`config.mk`:
```
export PLATFORM = sky130hd
export DESIGN_NAME = aq_div
export DESIGN_NICKNAME = d
export VERILOG_FILES = /design/src/rtl/aq_pkg.sv /design/src/rtl/aq_div.sv
export SDC_FILE = /design/constraint.sdc
export NUM_CORES = 1
export LEC_CHECK = 0
export BUFFER_PORTS_ARGS = -buffer_cell sky130_fd_sc_hd__buf_4
export CAP_MARGIN = 20
export CORE_AREA = 2 2 393 395
export DETAILED_ROUTE_END_ITERATION = 8
export DIE_AREA = 0 0 395 397
export GPL_ROUTABILITY_DRIVEN = 0
export HOLD_SLACK_MARGIN = 0.05
export PLACE_DENSITY = 0.5
export SLEW_MARGIN = 20
export SYNTH_ARGS = -nofsm -noshare
export SYNTH_HDL_FRONTEND = slang
export SYNTH_SLANG_ARGS = --single-unit
```
`constraint.sdc`:
```
create_clock -name clk -period 3.4 [get_ports clk]
set_input_delay 0.34 -clock clk [delete_from_list [all_inputs] [get_ports clk]]
set_output_delay 0.34 -clock clk [all_outputs]
set_load 0.005 [all_outputs]
```
`src/rtl/aq_pkg.sv`:
```
package aq_pkg;

    localparam int AXIS_W = 18;
    localparam int ANG_W  = 18;
    localparam int UNIT_W = 16;
    localparam int THR_W  = 10;
    localparam int SUM_W  = 36;
    localparam int LEN_W  = 18;
    localparam int NUM_W  = 33;
    localparam int DEN_W  = 19;
    localparam int QUO_W  = 15;
    localparam int Q30_W  = 31;

    localparam logic [Q30_W-1:0] ONE_Q30         = 31'h4000_0000;
    localparam logic [Q30_W-1:0] HALF_PI_Q30     = 31'd1686629713;
    localparam logic [19:0]      TWO_OVER_PI_Q20 = 20'd667544;

    typedef struct packed {
        logic signed [UNIT_W-1:0] sn;
        logic signed [UNIT_W-1:0] cs;
    } sincos_t;

endpackage

```
`src/rtl/aq_div.sv`:
```
module aq_div import aq_pkg::*; (
    input  logic             clk,
    input  logic             en,
    input  logic [NUM_W-1:0] num,
    input  logic [DEN_W-1:0] den,
    output logic [QUO_W-1:0] quo
);

    localparam int DW = NUM_W + 1;

    logic [NUM_W-1:0] rem_w [QUO_W+1];
    logic [DEN_W-1:0] den_w [QUO_W+1];
    logic [QUO_W-1:0] quo_w [QUO_W+1];

    assign rem_w[0] = num;
    assign den_w[0] = den;
    assign quo_w[0] = '0;

    for (genvar j = 0; j < QUO_W; j++)
    begin : g_bit
        localparam int B = QUO_W - 1 - j;
        logic [DW-1:0]    dsh;
        logic             ge;
        logic [QUO_W-1:0] quo_next;
        logic [NUM_W-1:0] rem_reg;
        logic [DEN_W-1:0] den_reg;
        logic [QUO_W-1:0] quo_reg;

        assign dsh = DW'(den_w[j]) << B;
        assign ge  = DW'(rem_w[j]) >= dsh;

        always_comb
        begin
            quo_next    = quo_w[j];
            quo_next[B] = ge;
        end

        always_ff @(posedge clk)
        begin
            if (en)
            begin
                rem_reg <= ge ? NUM_W'(DW'(rem_w[j]) - dsh) : rem_w[j];
                den_reg <= den_w[j];
                quo_reg <= quo_next;
            end
        end

        assign rem_w[j+1] = rem_reg;
        assign den_w[j+1] = den_reg;
        assign quo_w[j+1] = quo_reg;
    end

    assign quo = quo_w[QUO_W];

endmodule

```
# Word-level counts from Yosys, hierarchy flattened
# Cells that the tools add are included.
# classes
n_addsub	14
magnitude_cmp	15
muxes	14
# op_table
operator	n
$mux 33	14
$ge 33x19->1	1
$ge 33x20->1	1
$ge 33x21->1	1
$ge 33x22->1	1
$ge 33x23->1	1
$ge 33x24->1	1
$ge 33x25->1	1
$ge 33x26->1	1
$ge 33x27->1	1
$ge 33x28->1	1
$ge 33x29->1	1
$ge 33x30->1	1
$ge 33x31->1	1
$ge 33x32->1	1
$ge 33x33->1	1
$sub 33x20->33	1
$sub 33x21->33	1
$sub 33x22->33	1
$sub 33x23->33	1
$sub 33x24->33	1
$sub 33x25->33	1
$sub 33x26->33	1
$sub 33x27->33	1
6 further kinds	6
# word_totals
reg_bits	848
inputBits	54
out_inout_bits	15

# Logic depth before layout (Yosys ltp)
# Gate-level depths: netlist (run 1).
# logic_depth
depth_word	2
ltp_mapped	14
ltp_nobuf	13

# Least setup slack after synthesis (run 1)
# Ideal clock, no wire load.
# synth_path
path_type	reg2reg
from	register g_bit[8].rem_reg[5]
to	register g_bit[9].rem_reg[5], data pin
setup_ns	0.267
t_arrival_ns	3.072
slack_ns	0.061
stages_incl_launch_ff	13
path_buffers	2
period_less_slack_ns	3.339
cell_sequence	edfxtp_1 -> inv_1 -> ha_1 -> inv_1 -> fa_1 -> a21o_1 -> a221oi_1 -> o22ai_1 -> o32ai_1 -> o21a_1 -> clkbuf_1 -> buf_1 -> o21ai_0
# synth_via
elab_chain_cells	2
# synth_rtl
element	line	text
start, declared	aq_div.sv:25	logic [NUM_W-1:0] rem_reg;
start signal, assigned	aq_div.sv:42	rem_reg <= ge ? NUM_W'(DW'(rem_w[j]) - dsh) : rem_w[j];
$sub 33x24->33 / $ge 33x24->1 (equally long branches)	aq_div.sv:42, aq_div.sv:30	
$mux 33 *	aq_div.sv:42	
end signal, assigned	aq_div.sv:42	
end, declared	aq_div.sv:25	
# Mark *: on every way between the ends. The rest lies on a longest branch, timed or not.
# A chain may end at the register's enable or synchronous reset.

# Final worst setup path (run 1)
# layout_path
from	register g_bit[9].rem_reg[14]
to	register g_bit[10].rem_reg[31], data pin
# layout_via
elab_chain_cells	2
# layout_rtl
element	line
$sub 33x23->33 / $ge 33x23->1 (equally long branches)	aq_div.sv:42, aq_div.sv:30
$mux 33 *	aq_div.sv:42
end signal, assigned	aq_div.sv:42
end, declared	aq_div.sv:25
# Marks and branches as above.

==> results of run 1 <==
-- power by group through the flow --
stage	clock network, uW	logic (uW)	registers [uW]
floorplan	0	11200	15700
global placement	0	15300	16200
detailed placement	0	15500	16200
CTS	9740	15600	16000
global route	10100	17600	16300
finish	9370	15700	16000
-- cell usage after synthesis, drive strengths merged (63+ instances only) --
cell | instances | area [sq um]
a21o | 108 | 810.8
a21oi | 254 | 1275
clkbuf | 76 | 285.3
edfxtp | 848 | 25460
ha | 285 | 3566
inv | 365 | 1370
mux2 | 63 | 709.4
nand2 | 287 | 1080
nand3 | 71 | 355.3
nor2 | 230 | 863.3
nor3 | 68 | 345.3
o21ai | 267 | 1336
xnor2 | 156 | 1374
xor2 | 123 | 1077
-- worst max-delay path: cells and delay by family (launching register included) --
family                   cells  cell delay, ns
XOR/XNOR                     1            0.14
AO/OA/AOI/OAI                2            0.20
flip-flops                   1            0.40
adder cells (fa/ha/maj)      1            0.33
AND/OR/NAND/NOR              5            2.10
-- how the worst max path moves through the flow --
stage	start	end	slack, ns	depth (start not counted)
final	g_bit[9].rem_reg[14]	g_bit[10].rem_reg[31]	-0.007	9
after global routing	g_bit[9].rem_reg[14]	g_bit[10].rem_reg[31]	-0.12	9
after CTS	g_bit[9].rem_reg[6]	g_bit[10].rem_reg[31]	-0.06	9
after detailed placement	g_bit[9].rem_reg[6]	g_bit[10].rem_reg[31]	-0.14	9
after global placement	g_bit[9].rem_reg[6]	g_bit[10].rem_reg[31]	-0.15	9
after floorplan	g_bit[8].rem_reg[5]	g_bit[9].rem_reg[5]	0.06	12
-- cell families (layout without fill, tap and decap cells) --
kind of cell,Yosys count,count (layout),synth area share
compound gates,956,956,0.1322
simple gates,1032,1032,0.1145
fa+ha+maj,299,299,0.08450
xor+xnor,279,279,0.05385
buf+inv,453,871,0.03752
flops,848,848,0.5594
mux,74,74,0.01800
-- what timing repair did --
action | in CTS | in global routing
pin swaps | 0 | 10
setup buffers | 0 | 6
setup endpoints to repair | 12 | 76
hold endpoints to repair | 52 | 0
gates resized for setup | 4 | 17
hold buffers | 52 | 0
-- area by class of cell --
type,count,area (sq um)
Inverter,366,1375
Fill cell,15060,99360
Sequential cell,848,25460
Multi-Input combinational cell,2640,18470
Tap cell,2044,2557
Timing Repair Buffer,348,2979
Clock inverter,39,296.5
Clock buffer,118,2464
-- layer usage --
metal	global-route usage	vias to the layer above	wire, um
met3	0.02007	297	2611
met4	0.07477	0	6213
li1	-	15300	-
met5	0	-	0
met2	0.2480	528	53670
met1	0.1226	14140	36860
-- through the flow --
stage	worst slack, ns	setup TNS (ns)	total power (uW)	cells
finish	-0.006638	-0.006638	41040	6403
floorplan	0.06069	0	26880	3941
global route	-0.1247	-0.3705	43960	6403
global placement	-0.1488	-0.5894	31520	6188
CTS	-0.06427	-0.1654	41350	6397
detailed placement	-0.1371	-0.6918	31690	6188
==> flow_metrics.env, run 1 <==
export IMPL_synth_edf_count=848
export IMPL_floorplan_initialDensity=0.2976
export IMPL_power_share_switching=0.3370
export IMPL_pin_count_of_the_biggest_net_entering_global_routing=84
export IMPL_detail_route_wl_per_cell_um=15.52
export IMPL_netlist_instances=3941
export IMPL_num_io_pins=69
export IMPL_most_frequent_cells_in_the_layout="sky130_fd_sc_hd__edfxtp_1 (848), sky130_fd_sc_hd__inv_1 (364), sky130_fd_sc_hd__nand2_1 (286)"
export IMPL_mappedNetlistNets=4294
export IMPL_timing_reg2reg_setup_slack_ns=-0.007
export IMPL_synth_seq_area_share=0.5594
export IMPL_core_region_area_sq_um=153000
export IMPL_critPathMaxFanout=3
export IMPL_grt_setup_unrepaired="yes"
export IMPL_r2r_start="g_bit[9].rem_reg[14]"
export IMPL_detailedPlacementHpwl_mm=76.63
export IMPL_required_ns=3.81
export IMPL_timing_hold_worst_class="primary input to flop"
export IMPL_combPwrFrac=0.381
export IMPL_ff2ff_path_depth=9
export IMPL_internal_power_contribution_uw=27210
export IMPL_die_height_um=397
export IMPL_cellLeakagePower_uw=0.02073
export IMPL_final_core_util=0.3504
export IMPL_violations="setup timing"
export IMPL_syn_to_final_growth_pct=17.77
export IMPL_drt_antenna_violating_nets=0
export IMPL_drive_gt1_frac=0.1218
export IMPL_rows=144
export IMPL_numClockSinks=848
export IMPL_setup_slack_ns=-0.006638
export IMPL_period_share=1.002
export IMPL_final_hold_violation_count=0
export IMPL_power_switching_uw=13830
export IMPL_ctsLongestPathBuffers=3
export IMPL_die_area_sq_um=156800
export IMPL_totalWireLength_mm=99.35
export IMPL_worstMarginPinSlew_ns=0.7934
export IMPL_cts_reportedPaths_clkPinSlew_ns=0.06
export IMPL_pwr_density_cell_nw_per_um2=765.6
export IMPL_post_dp_cell_area_sq_um=50180
export IMPL_most_used_flip_flop_cell_after_synthesis="sky130_fd_sc_hd__edfxtp_1"
export IMPL_grt_antenna_before_repair=1
export IMPL_drtPass1Iterations=6
export IMPL_timing_max_slew_rel_slack=0.4655
export IMPL_ys_seq_elements=848
export IMPL_setup_failing_eps_final=1
export IMPL_viasPerCell=4.726
export IMPL_worst_path_most_repeated_cell="sky130_fd_sc_hd__or4_1"
export IMPL_cts_htree_levels=3
export IMPL_max_freq_mhz=293.5
export IMPL_mean_post_synth_cell_area_sq_um=11.55
export IMPL_grt_pass1_vias=31350
export IMPL_hold_wc_startpoint="en"
export IMPL_numCtsBuffers=92
export IMPL_globalRoute_totalOverflow=0
export IMPL_min_to="g_bit[0].rem_reg[30]"
export IMPL_skew_ns=0.02144
export IMPL_mappedNetlistArea_sq_um=45520
export IMPL_crit_arrival_ns=3.82
export IMPL_drcViolationCount=0
export IMPL_track_usage=0.1262
export IMPL_yosysWarningCount=0
export IMPL_cp_slowest_cell="sky130_fd_sc_hd__or4_1"
export IMPL_hold_ws_ns=0.1648
export IMPL_routed_via_count=30260
export IMPL_detail_route_iter0_violations=1243
export IMPL_critical_path_endpoint_type="flop"
export IMPL_clock_power_share=0.228
export IMPL_seqPwrFrac=0.390
export IMPL_largest_register_ffs=462
export IMPL_number_of_instances_on_the_worst_hold_path=1
export IMPL_status="finished, violations left"
export IMPL_layout_commonest_cell="sky130_fd_sc_hd__edfxtp_1"
export IMPL_drv_slew=0
export IMPL_insertion_delay_ns=0.67
export IMPL_port_buffer_count=68
export IMPL_nNetsFinal=4649
export IMPL_fraction_of_registers_with_async_set_reset=0
export IMPL_category_of_the_most_critical_setup_path="flop to flop"
export IMPL_timing_rr_end="g_bit[10].rem_reg[31]"
export IMPL_synth_lib_cells_used_distinct=85
export IMPL_max_vdd_ir_drop_mv=0.3777
export IMPL_timing_critical_path_from_type="flop"
export IMPL_tritoncts="done"
export IMPL_cts_root_buffer="sky130_fd_sc_hd__clkbuf_16"
export IMPL_antenna_cells_inserted=0
export IMPL_post_route_cell_area_sq_um=53610
export IMPL_cp_slowest_stage_delay_ns=0.51
export IMPL_grt_pass1_wl_mm=159.7
export IMPL_final_min_clock_period_ns=3.407
export IMPL_max_cap_viol_count=0
export IMPL_crit_path_cell_trace="ha_1 > nand4_1 > or4_1 > or4_1 > o211ai_1 > a21oi_2 > or4_4 > or4b_4 > xnor2_2"
export IMPL_die_width_um=395
No activity file was read; power rests on OpenSTA's default activity.
==> inputs of run 2 (changes only) <==
--- a/config.mk
+++ b/config.mk
@@ -8,6 +8,7 @@
 export BUFFER_PORTS_ARGS = -buffer_cell sky130_fd_sc_hd__buf_4
 export CAP_MARGIN = 20
 export CORE_AREA = 2 2 393 395
+export CTS_BUF_LIST = sky130_fd_sc_hd__clkbuf_4 sky130_fd_sc_hd__clkbuf_8
 export DETAILED_ROUTE_END_ITERATION = 8
 export DIE_AREA = 0 0 395 397
 export GPL_ROUTABILITY_DRIVEN = 0
==> run 2 against run 1 <==
The run now ends clean. Cell area barely moved. Sequential power barely moved. Non-clock buffer count up 2. Clock skew is 0.026 ns higher. Clock power down 6.0%. Sequential share of layout area about the same. Largest cell class unchanged. Wire length increased by 0.93%. Worst setup slack better by 0.022 ns. Global-route usage rose by 0.19 points. Critical path depth unchanged. Power shrank 1.4%. Core utilization barely moved.
==> flow_metrics.env, run 2 (synthesis results as in run 1) <==
export IMPL_hold_ws_ns=0.1976
export IMPL_internal_power_contribution_uw=26350
export IMPL_max_cap_viol_count=0
export IMPL_totalWireLength_mm=100.3
export IMPL_num_io_pins=69
export IMPL_grt_pass1_vias=31910
export IMPL_pin_count_of_the_biggest_net_entering_global_routing=84
export IMPL_period_share=0.9956
export IMPL_power_share_switching=0.3493
export IMPL_grt_pass1_wl_mm=161.4
export IMPL_worst_path_most_repeated_cell="sky130_fd_sc_hd__or4_1"
export IMPL_combPwrFrac=0.387
export IMPL_timing_hold_worst_class="primary input to flop"
export IMPL_cp_slowest_stage_delay_ns=0.51
export IMPL_setup_failing_eps_final=0
export IMPL_layout_commonest_cell="sky130_fd_sc_hd__edfxtp_1"
export IMPL_floorplan_initialDensity=0.2976
export IMPL_detailedPlacementHpwl_mm=76.63
export IMPL_skew_ns=0.04710
export IMPL_grt_antenna_before_repair=2
export IMPL_tritoncts="done"
export IMPL_number_of_instances_on_the_worst_hold_path=2
export IMPL_clock_power_share=0.218
export IMPL_timing_reg2reg_setup_slack_ns=0.02
export IMPL_viasPerCell=4.702
export IMPL_detail_route_iter0_violations=1145
export IMPL_die_height_um=397
export IMPL_min_to="g_bit[0].den_reg[15]"
export IMPL_r2r_start="g_bit[9].rem_reg[14]"
export IMPL_critical_path_endpoint_type="flop"
export IMPL_drtPass1Iterations=5
export IMPL_numClockSinks=848
export IMPL_grt_setup_unrepaired="yes"
export IMPL_drv_slew=0
export IMPL_max_vdd_ir_drop_mv=0.3285
export IMPL_rows=144
export IMPL_timing_rr_end="g_bit[10].rem_reg[31]"
export IMPL_largest_register_ffs=462
export IMPL_cts_reportedPaths_clkPinSlew_ns=0.07
export IMPL_most_frequent_cells_in_the_layout="sky130_fd_sc_hd__edfxtp_1 (848), sky130_fd_sc_hd__inv_1 (364), sky130_fd_sc_hd__nand2_1 (286)"
export IMPL_track_usage=0.1281
export IMPL_cellLeakagePower_uw=0.02085
export IMPL_status="finished, final reports clean"
export IMPL_drt_antenna_violating_nets=0
export IMPL_die_area_sq_um=156800
export IMPL_routed_via_count=30580
export IMPL_cp_slowest_cell="sky130_fd_sc_hd__or4_1"
export IMPL_drcViolationCount=0
export IMPL_required_ns=3.99
export IMPL_crit_path_cell_trace="ha_1 > nand4_1 > or4_1 > or4_1 > o211ai_1 > a21oi_2 > or4_4 > or4b_4 > xnor2_2"
export IMPL_ctsLongestPathBuffers=3
export IMPL_dp_cells=6188
export IMPL_max_freq_mhz=295.4
export IMPL_pwr_density_cell_nw_per_um2=755.2
export IMPL_num_fill_cells=15130
export IMPL_number_of_standard_cells_in_the_final_layout_excluding_fillers=6504
export IMPL_critPathMaxFanout=3
export IMPL_seqPwrFrac=0.396
export IMPL_drive_gt1_frac=0.1447
export IMPL_globalRoute_totalOverflow=0
export IMPL_power_switching_uw=14140
export IMPL_detail_route_wl_per_cell_um=15.42
export IMPL_syn_to_final_growth_pct=17.78
export IMPL_port_buffer_count=68
export IMPL_final_hold_violation_count=0
export IMPL_crit_arrival_ns=3.98
export IMPL_worstMarginPinSlew_ns=0.7734
export IMPL_timing_critical_path_from_type="flop"
export IMPL_final_core_util=0.3505
export IMPL_final_min_clock_period_ns=3.385
export IMPL_timing_max_slew_rel_slack=0.4789
export IMPL_cts_htree_levels=4
export IMPL_hold_wc_startpoint="den[15]"
export IMPL_die_width_um=395
export IMPL_ff2ff_path_depth=9
export IMPL_category_of_the_most_critical_setup_path="flop to flop"
export IMPL_core_region_area_sq_um=153000
export IMPL_nNetsFinal=4707
export IMPL_numCtsBuffers=148
export IMPL_cts_root_buffer="sky130_fd_sc_hd__clkbuf_8"
export IMPL_insertion_delay_ns=0.87
[run 2: worst max-delay path: cells and delay by family (launching register included)]
family | cells | cell delay, ns
AOI/OAI and AO/OA | 2 | 0.19
xor gates and xnor gates | 1 | 0.14
adders and majority gates | 1 | 0.32
DFF | 1 | 0.40
and+or+nand+nor | 5 | 2.11
[run 2: worst max path at each step]
stage / start / to / slack [ns]
2_1_floorplan: g_bit[8].rem_reg[5] / g_bit[9].rem_reg[5] / 0.06
6_report: g_bit[9].rem_reg[14] / g_bit[10].rem_reg[31] / 0.02
3_3_place_gp: g_bit[9].rem_reg[6] / g_bit[10].rem_reg[31] / -0.15
5_1_grt: g_bit[9].rem_reg[14] / g_bit[10].rem_reg[31] / -0.12
4_1_cts: g_bit[4].rem_reg[9] / g_bit[5].rem_reg[30] / 0.006
3_5_place_dp: g_bit[9].rem_reg[6] / g_bit[10].rem_reg[31] / -0.14
[run 2: final cells by class]
type / count / area [sq um] / share of cell area
antenna: 2 / 5.005 / 0.00009336
tap: 2044 / 2557 / 0.04770
multi-input combinational: 2640 / 18480 / 0.3448
clock inverter: 65 / 384.1 / 0.007165
sequential: 848 / 25460 / 0.4750
clock buffer: 189 / 2345 / 0.04374
inverter: 366 / 1375 / 0.02565
timing repair buffer: 350 / 2997 / 0.05590
[run 2: power by group through the flow]
stage	Clock, uW	Sequential [uW]	Combinational (uW)
floorplan	0	15700	11200
global placement	0	16200	15300
detailed placement	0	16200	15500
CTS	9210	16000	15600
global route	9600	16300	17600
finish	8810	16000	15700
[run 2: stage by stage]
step                      area (sq um)  setup TNS [ns]  total power (uW)  worst slack (ns)
after global placement           50180         -0.5894             31520           -0.1488
final                            53610               0             40490           0.01513
after floorplan                  45520               0             26880           0.06069
after detailed placement         50180         -0.6918             31690           -0.1371
after CTS                        53480               0             40830          0.005718
after global routing             53610         -0.2260             43500           -0.1246
[run 2: what timing repair did]
item	in CTS	in global routing
gates resized for setup	5	20
hold buffers	53	0
endpoints found under the setup margin	14	78
hold endpoints to repair	93	0
pin swaps	5	7
buffers inserted	3	4
gates cloned	0	0
[run 2: layer usage]
metal	vias to the layer above	GRT usage	share of wire
met4	0	0.08451	0.062
met1	14260	0.1224	0.37
met3	305	0.02191	0.030
met2	583	0.2491	0.54
met5	-	0	0
li1	15440	-	-
