--- src/rtl/aq_pkg.sv ---
package aq_pkg;

    localparam int AXIS_W = 18;
    localparam int ANG_W  = 18;
    localparam int UNIT_W = 16;
    localparam int THR_W  = 10;
    localparam int SUM_W  = 36;
    localparam int LEN_W  = 18;
    localparam int NUM_W  = 33;
    localparam int DEN_W  = 19;
    localparam int QUO_W  = 15;
    localparam int Q30_W  = 31;

    localparam logic [Q30_W-1:0] ONE_Q30         = 31'h4000_0000;
    localparam logic [Q30_W-1:0] HALF_PI_Q30     = 31'd1686629713;
    localparam logic [19:0]      TWO_OVER_PI_Q20 = 20'd667544;

    typedef struct packed {
        logic signed [UNIT_W-1:0] sn;
        logic signed [UNIT_W-1:0] cs;
    } sincos_t;

endpackage

--- src/rtl/aq_sqrt.sv ---
module aq_sqrt import aq_pkg::*; (
    input  logic             clk,
    input  logic             en,
    input  logic [SUM_W-1:0] sum,
    output logic [LEN_W-1:0] root
);

    localparam int RW    = SUM_W + 1;
    localparam int STEPS = LEN_W;

    logic [RW-1:0] rem_w [STEPS+1];
    logic [RW-1:0] res_w [STEPS+1];

    assign rem_w[0] = RW'(sum);
    assign res_w[0] = '0;

    for (genvar k = 0; k < STEPS; k++)
    begin : g_step
        localparam logic [RW-1:0] BIT_K = RW'(1) << (2 * (STEPS - 1 - k));
        logic [RW-1:0] trial;
        logic [RW-1:0] rem_reg;
        logic [RW-1:0] res_reg;

        assign trial = res_w[k] + BIT_K;

        always_ff @(posedge clk)
        begin
            if (en)
            begin
                if (rem_w[k] >= trial)
                begin
                    rem_reg <= rem_w[k] - trial;
                    res_reg <= (res_w[k] >> 1) + BIT_K;
                end
                else
                begin
                    rem_reg <= rem_w[k];
                    res_reg <= res_w[k] >> 1;
                end
            end
        end

        assign rem_w[k+1] = rem_reg;
        assign res_w[k+1] = res_reg;
    end

    assign root = res_w[STEPS][LEN_W-1:0];

endmodule

--- config.mk ---
export PLATFORM = sky130hd
export DESIGN_NAME = aq_sqrt
export DESIGN_NICKNAME = d
export VERILOG_FILES = /design/src/rtl/aq_pkg.sv /design/src/rtl/aq_sqrt.sv
export SDC_FILE = /design/constraint.sdc
export NUM_CORES = 1
export LEC_CHECK = 0
export ABC_AREA = 1
export CAP_MARGIN = 5
export CORE_ASPECT_RATIO = 0.5
export CORE_MARGIN = 2
export CORE_UTILIZATION = 55
export CTS_BUF_LIST = sky130_fd_sc_hd__clkbuf_4 sky130_fd_sc_hd__clkbuf_8
export CTS_CLUSTER_DIAMETER = 100
export DETAILED_ROUTE_END_ITERATION = 16
export DONT_BUFFER_PORTS = 1
export PLACE_DENSITY = 0.7
export SETUP_SLACK_MARGIN = 0.2
export SLEW_MARGIN = 20
export SYNTH_ARGS = -nofsm -noshare
export SYNTH_HDL_FRONTEND = slang
export SYNTH_SLANG_ARGS = --single-unit
--- constraint.sdc ---
create_clock -name clk -period 2.7 [get_ports clk]
set_clock_uncertainty 0.2 [all_clocks]
set_input_delay 0.135 -clock clk [delete_from_list [all_inputs] [get_ports clk]]
set_output_delay 0.135 -clock clk [all_outputs]
set_load 0.01 [all_outputs]
### Word-level counts from Yosys, hierarchy flattened

Cells that the tools add are included.

* logic and storage cells: 156
* bits in registers: 1276
* output and inout port bits: 18

* multiplexer cells: 35
* $add $sub $neg: 51
* magnitude comparators: 18

Operators by type and width (number)
* greater-or-equal comparator 37 bit: 17
* two-way mux 36 bit: 17
* two-way mux 37 bit: 16
* subtractor 37 bit: 16
* adder 36 x 11 -> 37 bit, second input constant: 1
* adder 36 x 13 -> 37 bit, second input constant: 1
* adder 36 x 15 -> 37 bit, second input constant: 1
* adder 36 x 17 -> 37 bit, second input constant: 1
* adder 36 x 19 -> 37 bit, second input constant: 1
* adder 36 x 21 -> 37 bit, second input constant: 1
* adder 36 x 23 -> 37 bit, second input constant: 1
* adder 36 x 25 -> 37 bit, second input constant: 1
* adder 36 x 27 -> 37 bit, second input constant: 1
* adder 36 x 29 -> 37 bit, second input constant: 1
* adder 36 x 3 -> 37 bit, second input constant: 1
* adder 36 x 31 -> 37 bit, second input constant: 1
* adder 36 x 33 -> 37 bit, second input constant: 1
* adder 36 x 5 -> 37 bit, second input constant: 1
* adder 36 x 7 -> 37 bit, second input constant: 1
* adder 36 x 9 -> 37 bit, second input constant: 1
* adder 37 x 1 -> 37 bit, second input constant: 1
* adder 37 x 11 -> 37 bit, second input constant: 1
* adder 37 x 13 -> 37 bit, second input constant: 1
* adder 37 x 15 -> 37 bit, second input constant: 1
* other kinds (18): 18

### Longest topological paths before layout

Gate-level depths: netlist (run 1).

* word-level depth: 3
* mapped depth: 15

### Least setup slack after synthesis (run 1)

No wires, ideal clock.

* kind: register to register
* start point: reg g_step[6].rem_reg[28]
* end point: reg g_step[7].rem_reg[29], data pin
* arrival: 1.886 ns
* library setup time: 0.249 ns
* path buffers: 1
* required time: 2.251 ns
* cell stages (with the launch flop): 10
* setup slack: 0.365 ns
* path through: edfxtp_1 > ha_1 > a21o_1 > a21oi_1 > nand2_1 > a211oi_4 > nand2_4 > buf_8 > nand2_1 > inv_1

* word-level cells in the longest chain between the ends: 2

RTL lines
* start, declared: RTL line aq_sqrt.sv:21 `logic [RW-1:0] rem_reg;`
* start signal, assigned: RTL line aq_sqrt.sv:32 `rem_reg <= rem_w[k] - trial;`
* start signal, assigned: RTL line aq_sqrt.sv:37 `rem_reg <= rem_w[k];`
* subtractor 37 bit or greater-or-equal comparator 37 bit (tied branches): RTL line aq_sqrt.sv:32, aq_sqrt.sv:30
* two-way mux 37 bit (*): RTL line aq_sqrt.sv:30 `if (rem_w[k] >= trial)`
* end signal, assigned: RTL line aq_sqrt.sv:32
* end signal, assigned: RTL line aq_sqrt.sv:37
* end, declared: RTL line aq_sqrt.sv:21

Every way passes the cells marked *; elsewhere a longest branch is shown, timed or not.
A chain may end at the register's enable or synchronous reset.

### Worst setup path in the final report (run 1)

* start point: reg g_step[13].res_reg[9]
* end point: reg g_step[14].rem_reg[10], data pin

* word-level cells in the longest chain between the ends: 3

RTL lines
* start, declared: RTL line aq_sqrt.sv:22 `logic [RW-1:0] res_reg;`
* start signal, assigned: RTL line aq_sqrt.sv:33 `res_reg <= (res_w[k] >> 1) + BIT_K;`
* start signal, assigned: RTL line aq_sqrt.sv:38 `res_reg <= res_w[k] >> 1;`
* adder 37 x 7 -> 37 bit (*): RTL line aq_sqrt.sv:24 `assign trial = res_w[k] + BIT_K;`
* subtractor 37 bit or greater-or-equal comparator 37 bit (tied branches): RTL line aq_sqrt.sv:32, aq_sqrt.sv:30
* two-way mux 37 bit (*): RTL line aq_sqrt.sv:30
* end signal, assigned: RTL line aq_sqrt.sv:32
* end signal, assigned: RTL line aq_sqrt.sv:37
* end, declared: RTL line aq_sqrt.sv:21

Marks and branches as above.

==> impl_metrics.tcl, run 1 <==
set metrics [dict create \
    status "finished, violations left" \
    violations "hold timing" \
    clk_pin_slew_ns 0.07 \
    largest_register_ffs 629 \
    vdd_drop_max_v 0.000483 \
    cts-htree-levels 3 \
    dp.cells 5778 \
    num_vias 33700 \
    p_leak_uw 0.0220 \
    fin_area_um2 52800 \
    wl_per_cell_um 18.6 \
    power.share.sequential_pct 46.0 \
    synth-async-reset-ratio_pct 0 \
    final.period_utilization_pct 94.5 \
    die_w_um 398 \
    holdCritPathClass "input port to flop" \
    worst_slew_pin_slew_ns 0.880 \
    setup_viol 0 \
    r2r-start "g_step[13].res_reg[9]" \
    p_total_uw 36300 \
    area_delta_synth_final_pct 23.5 \
    swShare_pct 32.3 \
    clock_latency_ns 0.82 \
    place_area_um2 45800 \
    rsz0062_at_grt "true" \
    place.gp.congestion 0.980 \
    syn_nets 4740 \
    grt_max_degree 801 \
    start_kind "flop" \
    ys_seq_area_share_pct 56.2 \
    synth_ff_type "edfxtp_1" \
    ys_ff_latch 800 \
    cts_tree "yes" \
    p_int_uw 24600 \
    timing.rr.end "g_step[14].rem_reg[10]" \
    drt_iter0_drc 2242 \
    slew_viol_final 0 \
    critical_path_class "flop to flop" \
    grt_pass1_vias 33200 \
    syn_area_per_cell_um2 9.47 \
    io_buffers 0 \
    die_h_um 201 \
    synth.cell_area_um2 42800 \
    p_per_area_nw_per_um2 687 \
    r2r_cells 12 \
    clock_sinks 800 \
    layout_setup_ws_ns 0.148 \
    overflow 0 \
    synth_edf_count 800 \
    combPwrFrac_pct 25.9 \
    drc 0 \
    grt.total_usage_pct 27.7 \
    dp_hpwl_um 80600 \
    fin_hold_ws_ns -0.108 \
    worstPathRequired_ns 3.06 \
    p_switching_uw 11700 \
    initial_core_util_pct 55.5 \
    firstDrtPassIters 7 \
    clock_tree.root_cell "clkbuf_8" \
    drive_gt1_share_pct 21.1 \
    fin_cells 6213 \
    cp_max_fo 7 \
    die_area_um2 80200 \
    row_count 72 \
    core_um2 77100 \
    endpoint_kind "flop" \
    cap_violations 0 \
    grt_pass1_wl_um 173000 \
    finalCriticalPeriod_ns 2.55 \
    synthTopCellsByArea "edfxtp_1 (56%), nand2_1 (10%), inv_1 (5.6%)" \
    numCtsBuffers 113 \
    synth_top_area_share_pct 56.2 \
    crit_start "g_step[13].res_reg[9]" \
    ys_warn_count 0 \
    cts_buffer_depth 3 \
    pwr-share-clk_pct 28.1 \
    arrival_ns 2.91 \
    crit_end "g_step[14].rem_reg[10]" \
    synth_area_leader_cell "edfxtp_1" \
    viasPerCell 5.42 \
    fmax_mhz 392 \
    antenna_found_initial 3 \
    relSlewSlack_pct 41.3 \
    final_hold_viol_count 117 \
    num_io_pins 56 \
    synth_cell_types 55 \
    drt-total-wl_um 115000 \
    ant_nets 0 \
    post-route-util_pct 68.5 \
    syn_inst 4517 \
    rrSetupSlack_ns 0.15 \
    nets 5307 \
    dp_slack_ns -0.238 \
    min_path_cells 3 \
]
==> power groups by stage <==
| stage | combinational (uW) | sequential, uW | clock, uW |
|---|---|---|---|
| 2_1_floorplan | 5270 | 16400 | 0 |
| 3_3_place_gp | 7560 | 16800 | 0 |
| 3_5_place_dp | 7660 | 16800 | 0 |
| 4_1_cts | 8100 | 16600 | 10300 |
| 5_1_grt | 10400 | 16800 | 10900 |
| 6_report | 9410 | 16700 | 10200 |
==> layout make-up <==
type	instances	area, um2
Fill cell	5845	24300
Sequential cell	800	24000
Multi-Input combinational cell	3045	18400
Timing Repair Buffer	478	4320
Inverter	644	2430
Clock buffer	156	1880
Tap cell	1036	1300
Clock inverter	50	473
Timing Repair inverter	2	25.0
Antenna cell	2	5.00
==> Yosys cell counts (2+ instances only) <==
cell       instances
nor3_4             2
a31oi_1            3
a21oi_2           21
o21ai_2           13
o2111ai_1          2
nand3_2            5
o21bai_1          14
or2_2              7
nand2_1         1181
xnor2_1           87
o21ai_0          158
and2_1             6
nand3_1          230
o21a_1             2
buf_6             10
nor4_2             2
nor3b_1            4
a21boi_0           9
o211ai_1           7
nor4_1            70
nor2b_1            2
buf_2             10
inv_2              5
buf_8              2
nor2_2             9
ha_1             185
nor2_1           442
nand2_2            9
nand3b_1          29
a21o_1            21
buf_4             12
inv_1            637
o21ai_1           11
nor3_2             3
a211oi_1           3
xor2_1            96
a21oi_1          215
nor2_4             5
edfxtp_1         800
nand4_2            3
nand4_1           92
nor3_1            80
==> through the flow <==
step	hold WS (ns)	TNS [ns]
finish	-0.108	0
global route	-0.114	0
CTS	-0.742	0
detailed placement	0.0339	-6.46
global placement	0.0339	-6.53
floorplan	0.0339	0
==> cell families after synthesis <==
logic type	Yosys count	synth area share [%]
other	1	0.00877
adders and majority gates	185	5.41
xor gates and xnor gates	184	3.78
AOI/OAI and AO/OA	482	6.35
buffers and inverters	678	6.32
DFF	800	56.2
and+or+nand+nor	2187	22.0
==> metal layers <==
layer	global-route usage [%]	vias to the layer above	share of wire, %
met5	0	-	0
met3	4.24	405	4.2
met2	50.5	1073	51
met4	16.1	0	6.7
met1	30.6	15800	38
li1	-	16400	-
==> how the worst min path moves through the flow <==
stage          startpoint                     to  slack, ns
6_report               en  g_step[5].rem_reg[23]      -0.11
5_1_grt                en  g_step[4].rem_reg[22]      -0.11
4_1_cts                en  g_step[6].rem_reg[36]      -0.74
3_5_place_dp       sum[5]   g_step[0].rem_reg[5]       0.03
3_3_place_gp      sum[31]  g_step[0].rem_reg[31]       0.03
2_1_floorplan      sum[0]   g_step[0].rem_reg[0]       0.03
==> layout by cell type (no fill, tap or decap), types with 9 or more instances in the layout <==
cell,netlist,layout
xor2_1,96,95
clkbuf_4,0,43
clkinv_2,0,9
buf_12,0,18
nand3_1,230,220
ha_1,185,100
nand2_4,1,22
a21oi_2,21,78
nor2_4,5,28
nor3_1,80,63
o21bai_1,14,11
buf_6,10,17
nand4_1,92,92
xnor2_1,87,87
a21oi_1,215,147
nor3_2,3,18
buf_4,12,351
o21ai_0,158,113
o21ai_2,13,25
nand3b_1,29,29
o21ai_1,11,41
nor2_2,9,49
clkbuf_8,0,113
nand3_2,5,14
inv_1,637,605
clkinv_1,1,25
inv_2,5,36
nand2_2,9,106
nor4_1,70,67
a21o_1,21,21
nor2_1,442,383
a21oi_4,0,11
nand2_1,1181,1065
dlygate4sd3_1,0,77
edfxtp_1,800,800
ha_4,0,80
==> repair_timing <==
item,in CTS,in global routing
buffers inserted,27,94
hold endpoints to repair,837,314
hold buffers,75,7
gates cloned,6,14
setup endpoints to repair,174,465
pin swaps,24,121
gates resized for setup,133,436
==> critical path: stages, from the launching register on <==
cell and delay, ns:
edfxtp_1 0.43, inv_2 0.08, ha_4 0.29, nand2_2 0.06, nor3_2 0.20, buf_4 0.19
nand4_1 0.16, nand2_2 0.15, a21oi_4 0.06, buf_12 0.16, clkbuf_16 0.17, nand2_1 0.08
o21ai_1 0.09
Note: power is estimated with default switching activity, not from simulation.
==> run 2, diff against run 1 <==
ABC_AREA = default   (was 1)
==> run 2 against run 1 <==
  * The run ends with hold timing, setup timing left
  * Synthesized cell count is 35% lower
  * Sequential share of layout area is 0.91 points lower
  * Count of clock-buffer cells in the layout is 14 lower
  * Via count is 20% lower
  * Utilization is 10 points higher
  * Sequential cell count stayed put
  * First-iteration DRC count is 32% lower
  * Die area is 11% lower
  * Critical path depth is 4 lower
==> impl_metrics.tcl, run 2 <==
set metrics [dict create \
    cpPeakStageDelay_ns 0.54 \
    clk_pin_slew_ns 0.07 \
    post-route-util_pct 78.5 \
    fmax_mhz 323 \
    numCtsBuffers 109 \
    io_buffers 0 \
    crit_slowest_cell "or4_4" \
    clock_latency_ns 0.84 \
    met3_length_um 3000 \
    grt_pass1_wl_um 133000 \
    yosys.cell_count.top_type "edfxtp_1" \
    vdd_drop_max_v 0.000467 \
    synth_commonest_cells "edfxtp_1 (800), inv_1 (231), ha_1 (185), nand2_1 (175), nor2_1 (152)" \
    num_vias 27000 \
    grt_pass1_vias 27600 \
    final_hold_viol_count 196 \
    fin_hold_ws_ns -0.768 \
    core_um2 68700 \
    syn_nets 3157 \
    die_w_um 376 \
    synth_ff_type "edfxtp_1" \
    worst_slew_pin_slew_ns 1.22 \
    cp_max_fo 6 \
    cp_common_cell "or4_4" \
    layout_setup_ws_ns -0.395 \
    place.gp.congestion 0.905 \
    place_area_um2 44900 \
    setup_viol 227 \
    wl_met2_um 50100 \
    worstPathRequired_ns 3.03 \
    row_count 68 \
    wl_met1_um 32700 \
    combPwrFrac_pct 26.2 \
    start_kind "flop" \
    die_area_um2 71300 \
    final.period_utilization_pct 115 \
    drive_gt1_share_pct 41.3 \
    clock_sinks 800 \
    critical_path_class "flop to flop" \
    rsz0062_at_grt "true" \
    p_leak_uw 0.0213 \
    ys_seq_area_share_pct 63.3 \
    relSlewSlack_pct 18.7 \
    cts-htree-levels 3 \
    cts_tree "yes" \
    slew_viol_final 0 \
    path_delay_family "simple AND/OR/NAND/NOR gates" \
    hold_buffers 74 \
    viasPerCell 5.47 \
    synth_area_leader_cell "edfxtp_1" \
    p_switching_uw 10200 \
    wl_per_cell_um 18.3 \
    min_path_cells 0 \
    timing.setup.tns_ns -38.33 \
    cp.depth 8 \
    area_delta_synth_final_pct 42.0 \
    overflow 0 \
    syn_area_per_cell_um2 12.9 \
    num_io_pins 56 \
    synth_top_area_share_pct 63.3 \
    status "finished, violations left" \
    synth_cell_types 82 \
    nets 4166 \
    drt_iter0_drc 1520 \
    arrival_ns 3.43 \
    endpoint_kind "flop" \
    violations "hold timing, setup timing" \
    synth_edf_count 800 \
    crit_buf_inv 1 \
    cap_violations 0 \
    swShare_pct 29.2 \
    fill_cells 3808 \
    ys_warn_count 0 \
    holdCritPathClass "input port to flop" \
    final_common_cell "edfxtp_1" \
    drc 0 \
    fin_area_um2 53900 \
    pwr-share-clk_pct 26.7 \
    ant_nets 0 \
    largest_register_ffs 629 \
    diodes 0 \
    ys_ff_latch 800 \
    antenna_found_initial 0 \
    p_per_area_nw_per_um2 647 \
    cts_buffer_depth 3 \
    firstDrtPassIters 5 \
    path_cells "or4_4, or4_4, or4b_4, nor4_4, and2_4, buf_4, nor4_1, xor2_1" \
    finalCriticalPeriod_ns 3.10 \
    clock_tree.root_cell "clkbuf_8" \
    mostFrequentLayoutCells "edfxtp_1 (800), buf_4 (729), inv_1 (204)" \
    syn_inst 2934 \
    p_int_uw 24700 \
    grt.total_usage_pct 23.4 \
    r2r_cells 8 \
    initial_core_util_pct 55.3 \
    dp_hpwl_um 54200 \
    drt-total-wl_um 90100 \
    synthTopCellsByArea "edfxtp_1 (63%), ha_1 (6.1%), xor2_1 (3.2%)" \
    synth-async-reset-ratio_pct 0 \
    dr.max_layer_used "met4" \
    die_h_um 190 \
    synth.cell_area_um2 38000 \
    grt_max_degree 801 \
    dp_slack_ns -0.495 \
    power.share.sequential_pct 47.0 \
]
==> run 2: cell count changes after synthesis, moves of 32 or more <==
cell,before,now
inv_1,637,231
nor2_1,442,152
xnor2_1,87,123
o21a_1,2,49
nand2_1,1181,175
xor2_1,96,140
nand3_1,230,41
nand4_1,92,42
a21oi_1,215,122
nand2b_1,0,32
a21o_1,21,57
nor4_1,70,114
==> run 2: per-stage QoR <==
stage	power, uW	hold slack (ns)	instances
finish	34900	-0.768	4933
global route	36400	-0.836	4933
CTS	33300	-0.812	4804
detailed placement	23500	0.0339	4432
global placement	23300	0.0339	4432
floorplan	20500	0.0339	2934
==> run 2: worst paths after layout <==
kind | from | end | slack [ns]
max | g_step[10].rem_reg[28] | g_step[11].rem_reg[28] | -0.40
max reg2reg | g_step[10].rem_reg[28] | g_step[11].rem_reg[28] | -0.40
min reg2reg | g_step[2].rem_reg[25] | g_step[3].rem_reg[25] | 0.23
min | en | g_step[0].rem_reg[35] | -0.77
==> run 2: power by group through the flow <==
stage | registers, uW | clock network, uW | logic [uW]
2_1_floorplan | 16400 | 0 | 4170
3_3_place_gp | 16500 | 0 | 6820
3_5_place_dp | 16500 | 0 | 6980
4_1_cts | 16300 | 9460 | 7610
5_1_grt | 16500 | 10000 | 9890
6_report | 16400 | 9320 | 9150
==> run 2: layer usage <==
metal / vias to the layer above / track usage [%]
li1: 13100 / -
met1: 13000 / 23.3
met2: 626 / 46.0
met3: 265 / 4.33
met4: 0 / 12.9
met5: - / 0
==> run 2: layout make-up <==
cell class / count / area, um2 / share of cell area (%)
flip-flops and latches: 800 / 24000 / 44.6
clock inverters: 49 / 384 / 0.712
well taps: 910 / 1140 / 2.11
clock buffers: 142 / 1750 / 3.24
inverters: 237 / 931 / 1.73
multi-input cells: 1850 / 17200 / 32.0
repair buffers: 945 / 8450 / 15.7
==> run 2: logic make-up (layout without fill, tap and decap cells) <==
| group | Yosys count | after routing | synth area share (%) |
|---|---|---|---|
| AO/OA/AOI/OAI | 536 | 536 | 9.02 |
| other | 1 | 1 | 0.00988 |
| flip-flops | 800 | 800 | 63.3 |
| AND/OR/NAND/NOR | 839 | 839 | 11.9 |
| XOR/XNOR | 263 | 263 | 6.07 |
| buffers and inverters | 284 | 1373 | 2.88 |
| adder cells (fa/ha/maj) | 185 | 185 | 6.10 |
| multiplexers | 26 | 26 | 0.738 |
==> run 2: timing repair <==
| item | 4_1_cts | 5_1_grt |
|---|---|---|
| setup endpoints to repair | 310 | 325 |
| gates cloned | 16 | 6 |
| pin swaps | 112 | 198 |
| endpoints found under the hold margin | 837 | 196 |
| gates resized for setup | 268 | 534 |
| setup buffers | 91 | 119 |
